===== src/rtl/core/range_flip_count_tree_assert.svh =====
// ---------------------------------------------------------------------------
// Range flip count tree assertion macros
// Clocked assertion macros shared by the RTL; they compile to nothing when
// ASSERT_OFF is defined.
// ---------------------------------------------------------------------------
`ifndef RANGE_FLIP_COUNT_TREE_ASSERT_SVH
`define RANGE_FLIP_COUNT_TREE_ASSERT_SVH

`ifndef ASSERT_OFF
// A property that must hold at every clock edge out of reset.
`define RFCT_ASSERT(label, clk, rst_n, prop, msg) \
    label: assert property (@(posedge clk) disable iff (!rst_n) prop) else $error(msg);
// A condition that must never be seen at a clock edge out of reset.
`define RFCT_ASSERT_NEVER(label, clk, rst_n, cond, msg) \
    label: assert property (@(posedge clk) disable iff (!rst_n) !(cond)) else $error(msg);
`else
`define RFCT_ASSERT(label, clk, rst_n, prop, msg)
`define RFCT_ASSERT_NEVER(label, clk, rst_n, cond, msg)
`endif

`endif


===== src/rtl/core/rfct_pkg.sv =====
// ---------------------------------------------------------------------------
// Range flip count tree package
// Shared widths, codes, state and command/status types for the lazy
// segment tree block.
// ---------------------------------------------------------------------------
`timescale 1ns / 1ps

package rfct_pkg;

    // Fixed field widths of the streaming and configuration interfaces.
    localparam int unsigned ELEMENTS_DEFAULT = 65536;
    localparam int unsigned LEN_W            = 17;
    localparam int unsigned OP_W             = 2;
    localparam int unsigned POS_IN_W         = 16;
    localparam int unsigned COUNT_OUT_W      = 17;
    localparam logic [LEN_W-1:0] LEN_RESET   = 17'd65536;

    // Operation codes carried in tuser.
    localparam logic [OP_W-1:0] OP_LOAD  = 2'd0;
    localparam logic [OP_W-1:0] OP_FLIP  = 2'd1;
    localparam logic [OP_W-1:0] OP_COUNT = 2'd2;

    // Progress of a stack frame through its children.
    localparam logic [1:0] PH_ENTER      = 2'd0;
    localparam logic [1:0] PH_FIRST_DONE = 2'd1;
    localparam logic [1:0] PH_BOTH_DONE  = 2'd2;

    typedef enum logic [3:0] {
        ST_CLEAR,
        ST_IDLE,
        ST_START,
        ST_ENTER,
        ST_ACT,
        ST_POP,
        ST_RET,
        ST_RSM_L,
        ST_RSM_R,
        ST_RSM_W,
        ST_SUB_RD,
        ST_SUB_EV,
        ST_SUB_TL,
        ST_SUB_TR,
        ST_FIN
    } state_t;

    // Which node the settle unit works on, relative to the top frame.
    typedef enum logic [1:0] {
        SUB_TOP,
        SUB_LEFT,
        SUB_RIGHT
    } sub_sel_t;

    typedef enum logic [1:0] {
        PUSH_NONE,
        PUSH_LEFT,
        PUSH_RIGHT,
        PUSH_POS
    } push_t;

    typedef struct packed {
        logic     clr_step;
        logic     start;
        logic     sub_begin;
        sub_sel_t sub_sel;
        logic     sub_force;
        logic     sub_rd;
        logic     sub_eval;
        logic     sub_tl;
        logic     sub_tr;
        logic     acc_add;
        logic     leaf_write;
        push_t    push;
        logic     pop;
        logic     save_left;
        logic     resum_write;
        logic     out_load;
    } rfct_cmd_t;

    typedef struct packed {
        logic            clr_last;
        logic [OP_W-1:0] op;
        logic            load_ok;
        logic            disjoint;
        logic            covered;
        logic            leaf;
        logic            root;
        logic [1:0]      phase;
        logic            sub_toggle;
        logic            out_busy;
    } rfct_status_t;

endpackage


===== src/rtl/core/rfct_ctrl.sv =====
// ---------------------------------------------------------------------------
// Range flip count tree controller
// Sequences the clearing sweep and the depth-first tree walk of one
// transaction, including the settle subroutine on node memory.
// ---------------------------------------------------------------------------
`timescale 1ns / 1ps

module rfct_ctrl
    import rfct_pkg::*;
(
    input  logic         clk,
    input  logic         rst_n,
    input  logic         in_valid,
    output logic         in_ready,
    input  rfct_status_t st,
    output rfct_cmd_t    cmd
);

    state_t state_reg;
    state_t state_next;
    state_t ret_reg;
    state_t ret_next;

    // State and subroutine return registers.
    always_ff @(posedge clk or negedge rst_n)
    begin
        if (!rst_n)
        begin
            state_reg <= ST_CLEAR;
            ret_reg   <= ST_IDLE;
        end
        else
        begin
            state_reg <= state_next;
            ret_reg   <= ret_next;
        end
    end

    // Next state and commands.
    always_comb
    begin
        state_next = state_reg;
        ret_next   = ret_reg;
        cmd        = '0;
        in_ready   = 1'b0;

        unique case (state_reg)
            ST_CLEAR:
            begin
                cmd.clr_step = 1'b1;
                if (st.clr_last)
                begin
                    state_next = ST_IDLE;
                end
            end

            ST_IDLE:
            begin
                in_ready = 1'b1;
                if (in_valid)
                begin
                    cmd.start  = 1'b1;
                    state_next = ST_START;
                end
            end

            ST_START:
            begin
                case (st.op)
                    OP_LOAD:  state_next = st.load_ok ? ST_ENTER : ST_IDLE;
                    OP_FLIP:  state_next = ST_ENTER;
                    OP_COUNT: state_next = ST_ENTER;
                    default:  state_next = ST_IDLE;
                endcase
            end

            // A count skips nodes outside its range without settling them.
            ST_ENTER:
            begin
                if (st.op == OP_COUNT && st.disjoint)
                begin
                    state_next = ST_POP;
                end
                else
                begin
                    cmd.sub_begin = 1'b1;
                    cmd.sub_sel   = SUB_TOP;
                    ret_next      = ST_ACT;
                    state_next    = ST_SUB_RD;
                end
            end

            ST_ACT:
            begin
                case (st.op)
                    OP_LOAD:
                    begin
                        if (st.leaf)
                        begin
                            cmd.leaf_write = 1'b1;
                            state_next     = ST_POP;
                        end
                        else
                        begin
                            cmd.push   = PUSH_POS;
                            state_next = ST_ENTER;
                        end
                    end
                    OP_FLIP:
                    begin
                        if (st.disjoint)
                        begin
                            state_next = ST_POP;
                        end
                        else if (st.covered)
                        begin
                            cmd.sub_begin = 1'b1;
                            cmd.sub_sel   = SUB_TOP;
                            cmd.sub_force = 1'b1;
                            ret_next      = ST_POP;
                            state_next    = ST_SUB_RD;
                        end
                        else
                        begin
                            cmd.push   = PUSH_LEFT;
                            state_next = ST_ENTER;
                        end
                    end
                    default:
                    begin
                        if (st.covered)
                        begin
                            cmd.acc_add = 1'b1;
                            state_next  = ST_POP;
                        end
                        else
                        begin
                            cmd.push   = PUSH_LEFT;
                            state_next = ST_ENTER;
                        end
                    end
                endcase
            end

            ST_POP:
            begin
                if (st.root)
                begin
                    state_next = ST_FIN;
                end
                else
                begin
                    cmd.pop    = 1'b1;
                    state_next = ST_RET;
                end
            end

            // Back in a parent frame after one of its children finished.
            ST_RET:
            begin
                case (st.op)
                    OP_LOAD:
                    begin
                        state_next = ST_RSM_L;
                    end
                    OP_FLIP:
                    begin
                        if (st.phase == PH_FIRST_DONE)
                        begin
                            cmd.push   = PUSH_RIGHT;
                            state_next = ST_ENTER;
                        end
                        else
                        begin
                            state_next = ST_RSM_L;
                        end
                    end
                    default:
                    begin
                        if (st.phase == PH_FIRST_DONE)
                        begin
                            cmd.push   = PUSH_RIGHT;
                            state_next = ST_ENTER;
                        end
                        else
                        begin
                            state_next = ST_POP;
                        end
                    end
                endcase
            end

            // Rebuild a node's count from its two settled children.
            ST_RSM_L:
            begin
                cmd.sub_begin = 1'b1;
                cmd.sub_sel   = SUB_LEFT;
                ret_next      = ST_RSM_R;
                state_next    = ST_SUB_RD;
            end

            ST_RSM_R:
            begin
                cmd.save_left = 1'b1;
                cmd.sub_begin = 1'b1;
                cmd.sub_sel   = SUB_RIGHT;
                ret_next      = ST_RSM_W;
                state_next    = ST_SUB_RD;
            end

            ST_RSM_W:
            begin
                cmd.resum_write = 1'b1;
                state_next      = ST_POP;
            end

            // Settle subroutine: read, invert if marked or forced, pass mark to children.
            ST_SUB_RD:
            begin
                cmd.sub_rd = 1'b1;
                state_next = ST_SUB_EV;
            end

            ST_SUB_EV:
            begin
                cmd.sub_eval = 1'b1;
                state_next   = st.sub_toggle ? ST_SUB_TL : ret_reg;
            end

            ST_SUB_TL:
            begin
                cmd.sub_tl = 1'b1;
                state_next = ST_SUB_TR;
            end

            ST_SUB_TR:
            begin
                cmd.sub_tr = 1'b1;
                state_next = ret_reg;
            end

            ST_FIN:
            begin
                if (st.op != OP_COUNT)
                begin
                    state_next = ST_IDLE;
                end
                else if (!st.out_busy)
                begin
                    cmd.out_load = 1'b1;
                    state_next   = ST_IDLE;
                end
            end

            default:
            begin
                state_next = ST_IDLE;
            end
        endcase
    end

endmodule

===== config.mk =====
export PLATFORM = sky130hd
export DESIGN_NAME = rfct_ctrl
export DESIGN_NICKNAME = d
export VERILOG_FILES = /design/src/rtl/core/range_flip_count_tree_assert.svh /design/src/rtl/core/rfct_pkg.sv /design/src/rtl/core/rfct_ctrl.sv
export SDC_FILE = /design/constraint.sdc
export NUM_CORES = 1
export LEC_CHECK = 0
export BUFFER_PORTS_ARGS = -buffer_cell sky130_fd_sc_hd__buf_4
export CORE_MARGIN = 1.5
export CORE_UTILIZATION = 35
export DETAILED_ROUTE_END_ITERATION = 8
export SYNTH_ARGS = -nofsm -noshare
export SYNTH_HDL_FRONTEND = slang
export SYNTH_SLANG_ARGS = --single-unit

===== constraint.sdc =====
create_clock -name clk -period 1.8 [get_ports clk]
set_input_delay 0.09 -clock clk [delete_from_list [all_inputs] [get_ports clk]]
set_output_delay 0.09 -clock clk [all_outputs]
set_load 0.005 [all_outputs]

==> results of run 1 <==
## area by class of cell
type / count / area, um2 / area share
Clock buffer: 4 / 26.28 / 0.01939
Inverter: 6 / 22.52 / 0.01662
Multi-Input combinational cell: 102 / 691.9 / 0.5106
Sequential cell: 7 / 180.2 / 0.1330
Tap cell: 30 / 37.54 / 0.02770
Timing Repair Buffer: 52 / 396.6 / 0.2927
## per-stage QoR
step                      hold slack, ps  setup slack (ps)  instance area (um2)  TNS [ps]  instances
final                              182.4             65.47                 1355         0        201
after floorplan                   -205.6             153.9                920.9         0        123
after global placement            -91.72             148.9                 1244         0        189
after detailed placement          -93.31             123.5                 1244         0        189
after CTS                          175.7             5.987                 1280         0        194
after global routing               183.0            -36.35                 1355    -68.33        201
## layout by cell type, fill, tap and decap left out, types with 4 or more instances in the layout
cell	Yosys	layout
buf_4	4	50
nand2_1	11	11
nor2_1	11	11
nor3_1	8	8
o21ai_0	8	8
a21oi_1	7	7
inv_1	6	6
ha_1	6	6
nand2b_1	6	4
nor2b_1	4	4
## report_power, final
part	internal, uW	switching (uW)
logic	537	519
registers	247	105
clock network	84.6	57.5
total	869	681
## final timing paths
check | startpoint | to | slack, ps
max | state_reg[3]$_DFFE_PN0P_ | cmd[12] | 70
min | rst_n | ret_reg[3]$_DFFE_PN0P_ | 180
max reg2reg | state_reg[3]$_DFFE_PN0P_ | state_reg[0]$_DFFE_PN0P_ | 100
min reg2reg | ret_reg[3]$_DFFE_PN0P_ | ret_reg[3]$_DFFE_PN0P_ | 560
max in group asynchronous | rst_n | ret_reg[0]$_DFFE_PN1P_ | 1410
min in group clk | st[11] | state_reg[0]$_DFFE_PN0P_ | 230
## per-layer routing
metal	GRT usage	part of all wire	vias up	routed length [um]
met5	0	0	-	0
met4	0.01250	0	0	0
met3	0.05464	0.056	0	150
met2	0.3775	0.51	32	1360
met1	0.2533	0.44	508	1166
li1	-	-	541	-
## critical path: stages, from the launching register on
cell	delay, ps
dfrtp_2	440
nor4b_4	310
nand2_2	120
nor3b_4	270
buf_4	160
buf_6	80
## timing repair
item / 4_1_cts / 5_1_grt
hold buffers: 1 / 0
resized for setup: 0 / 8
setup endpoints to repair: 0 / 3
hold endpoints to repair: 7 / 0
buffers inserted: 0 / 7
## cells by family (layout without fill, tap and decap cells)
logic type	count (synthesis)	count (layout)	synth area share
buffers and inverters	14	62	0.07336
adder cells (fa/ha/maj)	6	6	0.08152
multiplexers	2	2	0.02717
AO/OA/AOI/OAI	34	34	0.2459
XOR/XNOR	1	1	0.009513
flip-flops	7	7	0.1916
AND/OR/NAND/NOR	59	59	0.3709
==> reports/metrics.yaml, run 1 <==
nNetsFinal: 193
clockBufferDepth: 2
slew_headroom: 0.7406
synth-edff-count: 0
post-route-util: 0.5470
ys_types: 45
drt_first_iter_violations: 22
grt_max_degree: 17
finClkSkew_ps: 4.492
worst_slew_pin_slew_ps: 385.5
first_pass_iters: 4
synth.area.top_cells: "dfrtp_1, ha_1, nand2_1"
syn_nets: 144
cts_tree: "done"
grt_pass1_wl_mm: 4.478
root_buffer: "clkbuf_4"
slew_viol_final: 0
drc_errors: 0
overflow: 0
syn2layout_area_growth_pct: 47.15
clk_latency_ps: 250
synthArstFlopShare: 1.000
layout-drive-gt1-share: 0.3918
reg2regPathDepth: 6
grt_usage: 0.2072
clk_pin_slew_ps: 50
grt_antenna_before_repair: 0
clkSinkCount: 7
cp-start-kind: "flop"
cts.htree.levels: 1
power_uw: 1550
hp-class: "input pin to async pin"
die_w_um: 54.30
ys_warn_count: 0
leakage_uw: 0.0006473
largest_reg_flops: 4
floorplan.initialDensity: 0.3717
required_ps: 1710
synth.cell_area_um2: 920.9
ys_seq_area_frac: 0.1916
synth.top_cells.by_count: "nand2_1, nor2_1, nor3_1, o21ai_0, a21oi_1"
fp.dieArea_mm2: 0.002948
wl_per_cell_um: 13.32
coreArea_mm2: 0.002477
synthCells: 123
p_per_area_mw_per_mm2: 1144
fin_crit_ps: 1735
status: "complete, no violations"
vias: 1081
max-vdd-ir-drop_v: 0.0007664
setup-violations-final: 0
dieHeight_um: 54.30
fillers: 250
rsz0062_at_grt: "yes"
ant_nets: 0
io_pins: 34
routed_wl_mm: 2.677
synth_top_area_frac: 0.1630
fmax_mhz: 576.5
grt_pass1_vias: 984
synth.largest_area_cell: "dfrtp_1"
antenna_cells: 0
postSynthAreaPerCell_um2: 7.487
cts_buffers: 3
gp_congestion: 0.8306
cp_max_fo: 5
via_per_inst: 5.378
core.rowCount: 18
io_buffers: 33
arrival_ps: 1640
ys.flop_type: "dfrtp_1"
max_cap_viol_count: 0
path_class: "flop to primary output"
end_kind: "primary output"
hpwl_mm: 2.155
ys_seq_elements: 7
hold_viol_final: 0
finalCritPeriodShare: 0.9636
Power figures use the tool's default switching activity.
==> run 2: changes to the inputs <==
--- a/config.mk
+++ b/config.mk
@@ -9,6 +9,7 @@
 export CORE_MARGIN = 1.5
 export CORE_UTILIZATION = 35
 export DETAILED_ROUTE_END_ITERATION = 8
+export PLACE_DENSITY = 0.68
 export SYNTH_ARGS = -nofsm -noshare
 export SYNTH_HDL_FRONTEND = slang
 export SYNTH_SLANG_ARGS = --single-unit
==> run 2 against run 1 <==
Non-clock buffer count is 3 lower. Sequential cell count stayed put. First-iteration DRC count grew 86%. Design area fell by 1.8%. Clock skew is 2.4 ps lower. Via count up 2.6%. Die area stayed put. Largest cell class unchanged. Sequential share of layout area increased by 0.33 points. Sequential power grew 3%. Combinational power barely moved. Wire length is 2.7% higher. Hold slack improved by 4.7 ps.
==> reports/metrics.yaml, run 2 (synthesis gave the netlist of run 1 again) <==
syn2layout_area_growth_pct: 44.57  # was 47.15%
p_per_area_mw_per_mm2: 1172  # was 1144 mW/mm2
overflow: 0  # unchanged
finalCritPeriodShare: 0.9516  # was 0.9636
path_cells: "nor4b_4, nand2_2, nor3b_4, nor2_4, buf_4, mux2_4"  # was nor4b_4, nand2_2, nor3b_4, buf_4, buf_6
clk_latency_ps: 250  # about the same
layout-drive-gt1-share: 0.3869  # was 0.3918
hp-class: "input pin to async pin"  # unchanged
via_per_inst: 5.601  # was 5.378
cp-start-kind: "flop"  # unchanged
status: "complete, no violations"  # unchanged
cts.htree.levels: 1  # unchanged
final_cell_mix: "buf_4, nand2_1, nor2_1"  # unchanged
path_class: "flop to flop"  # was flop to primary output
ant_nets: 0  # unchanged
rsz0062_at_grt: "yes"  # unchanged
coreArea_mm2: 0.002477  # unchanged
grt_max_degree: 17  # unchanged
cts_tree: "done"  # unchanged
first_pass_iters: 4  # unchanged
max-vdd-ir-drop_v: 0.0007239  # was 0.0007664 V
finClkSkew_ps: 2.103  # was 4.492 ps
clk_pin_slew_ps: 50  # about the same
gp_congestion: 0.8412  # was 0.8306
fmax_mhz: 583.8  # was 576.5 MHz
cp_slowest_cell: "dfrtp_2"  # unchanged
io_buffers: 33  # unchanged
io_pins: 34  # unchanged
slew_headroom: 0.7485  # was 0.7406
grt_antenna_before_repair: 0  # unchanged
largest_reg_flops: 4  # unchanged
fp.dieArea_mm2: 0.002948  # unchanged
antenna_cells: 0  # unchanged
floorplan.initialDensity: 0.3717  # unchanged
cp_num_buf_inv: 1  # was 2
hold_viol_final: 0  # unchanged
cts_buffers: 3  # unchanged
max_cap_viol_count: 0  # unchanged
routed_wl_mm: 2.749  # was 2.677 mm
vias: 1109  # was 1081
end_kind: "flop"  # was primary output
mostFrequentLayoutCell: "buf_4"  # unchanged
root_buffer: "clkbuf_4"  # unchanged
final_area_mm2: 0.001331  # was 0.001355 mm2
setup-violations-final: 0  # unchanged
r2r_slack_ps: 90  # was 100 ps
postPlaceCellArea_mm2: 0.001251  # was 0.001244 mm2
clkSinkCount: 7  # unchanged
grt_pass1_vias: 994  # was 984
leakage_uw: 0.0006264  # was 0.0006473 uW
drt_first_iter_violations: 41  # was 22
arrival_ps: 1890  # was 1640 ps
cpPeakStageDelay_ps: 440  # about the same
nNetsFinal: 190  # was 193
worst_slew_pin_slew_ps: 372.3  # was 385.5 ps
die_w_um: 54.30  # unchanged
grt_usage: 0.2009  # was 0.2072
grt_pass1_wl_mm: 4.319  # was 4.478 mm
clockBufferDepth: 2  # unchanged
drc_errors: 0  # unchanged
slew_viol_final: 0  # unchanged
cp_max_fo: 4  # was 5
holdWs_ps: 187.1  # was 182.4 ps
dieHeight_um: 54.30  # unchanged
wl_per_cell_um: 13.88  # was 13.32 um
required_ps: 1980  # was 1710 ps
crit_family: "simple AND/OR/NAND/NOR gates"  # unchanged
hpwl_mm: 2.145  # was 2.155 mm
core.rowCount: 18  # unchanged
fin_crit_ps: 1713  # was 1735 ps
[run 2: what timing repair did]
item,in CTS,in global routing
gates resized for setup,0,8
endpoints found under the hold margin,7,0
endpoints found under the setup margin,0,5
buffers inserted,0,3
hold buffers,1,0
[run 2: final timing paths]
kind                                                from                       end  depth (start not counted)
worst max-delay path            state_reg[3]$_DFFE_PN0P_    ret_reg[0]$_DFFE_PN1P_                          6
worst min-delay path                               rst_n  state_reg[2]$_DFFE_PN0P_                          2
worst max register to register  state_reg[3]$_DFFE_PN0P_    ret_reg[0]$_DFFE_PN1P_                          6
worst min register to register    ret_reg[3]$_DFFE_PN0P_    ret_reg[3]$_DFFE_PN0P_                          1
max in group asynchronous                          rst_n    ret_reg[0]$_DFFE_PN1P_                          2
min in group clk                                  st[11]  state_reg[0]$_DFFE_PN0P_                          3
[run 2: through the flow]
stage	util	power, uW	std cells	setup WS, ps	TNS (ps)
final	0.5374	1560	198	87.12	0
after global routing	0.5374	1698	198	-39.18	-52.66
after CTS	0.5197	1481	195	3.819	0
after detailed placement	0.5051	1327	190	130.6	0
after global placement	0.5051	1320	190	176.8	0
after floorplan	-	976.0	123	153.9	0
[run 2: power breakdown]
| group | leakage (uW) | internal (uW) | total, uW | switching, uW |
|---|---|---|---|---|
| Sequential | 0.0000794 | 248 | 362 | 113 |
| Clock | 0.0000150 | 84.6 | 142 | 57.6 |
| Combinational | 0.000532 | 529 | 1060 | 527 |
| Total | 0.000626 | 862 | 1560 | 698 |
[run 2: cell type report]
type                       instances  area (um2)
fill                             256        1146
sequential                         7       181.4
inverter                           6       22.52
multi-input combinational        102       693.2
tap                               30       37.54
timing repair buffer              49       370.4
clock buffer                       4       26.28
[run 2: layer usage]
| metal | wire [um] | global-route usage | vias to the layer above |
|---|---|---|---|
| met2 | 1391 | 0.3614 | 63 |
| met4 | 19 | 0.02917 | 0 |
| met3 | 247 | 0.05464 | 5 |
| met5 | 0 | 0 | - |
| met1 | 1091 | 0.2420 | 507 |
| li1 | - | - | 534 |
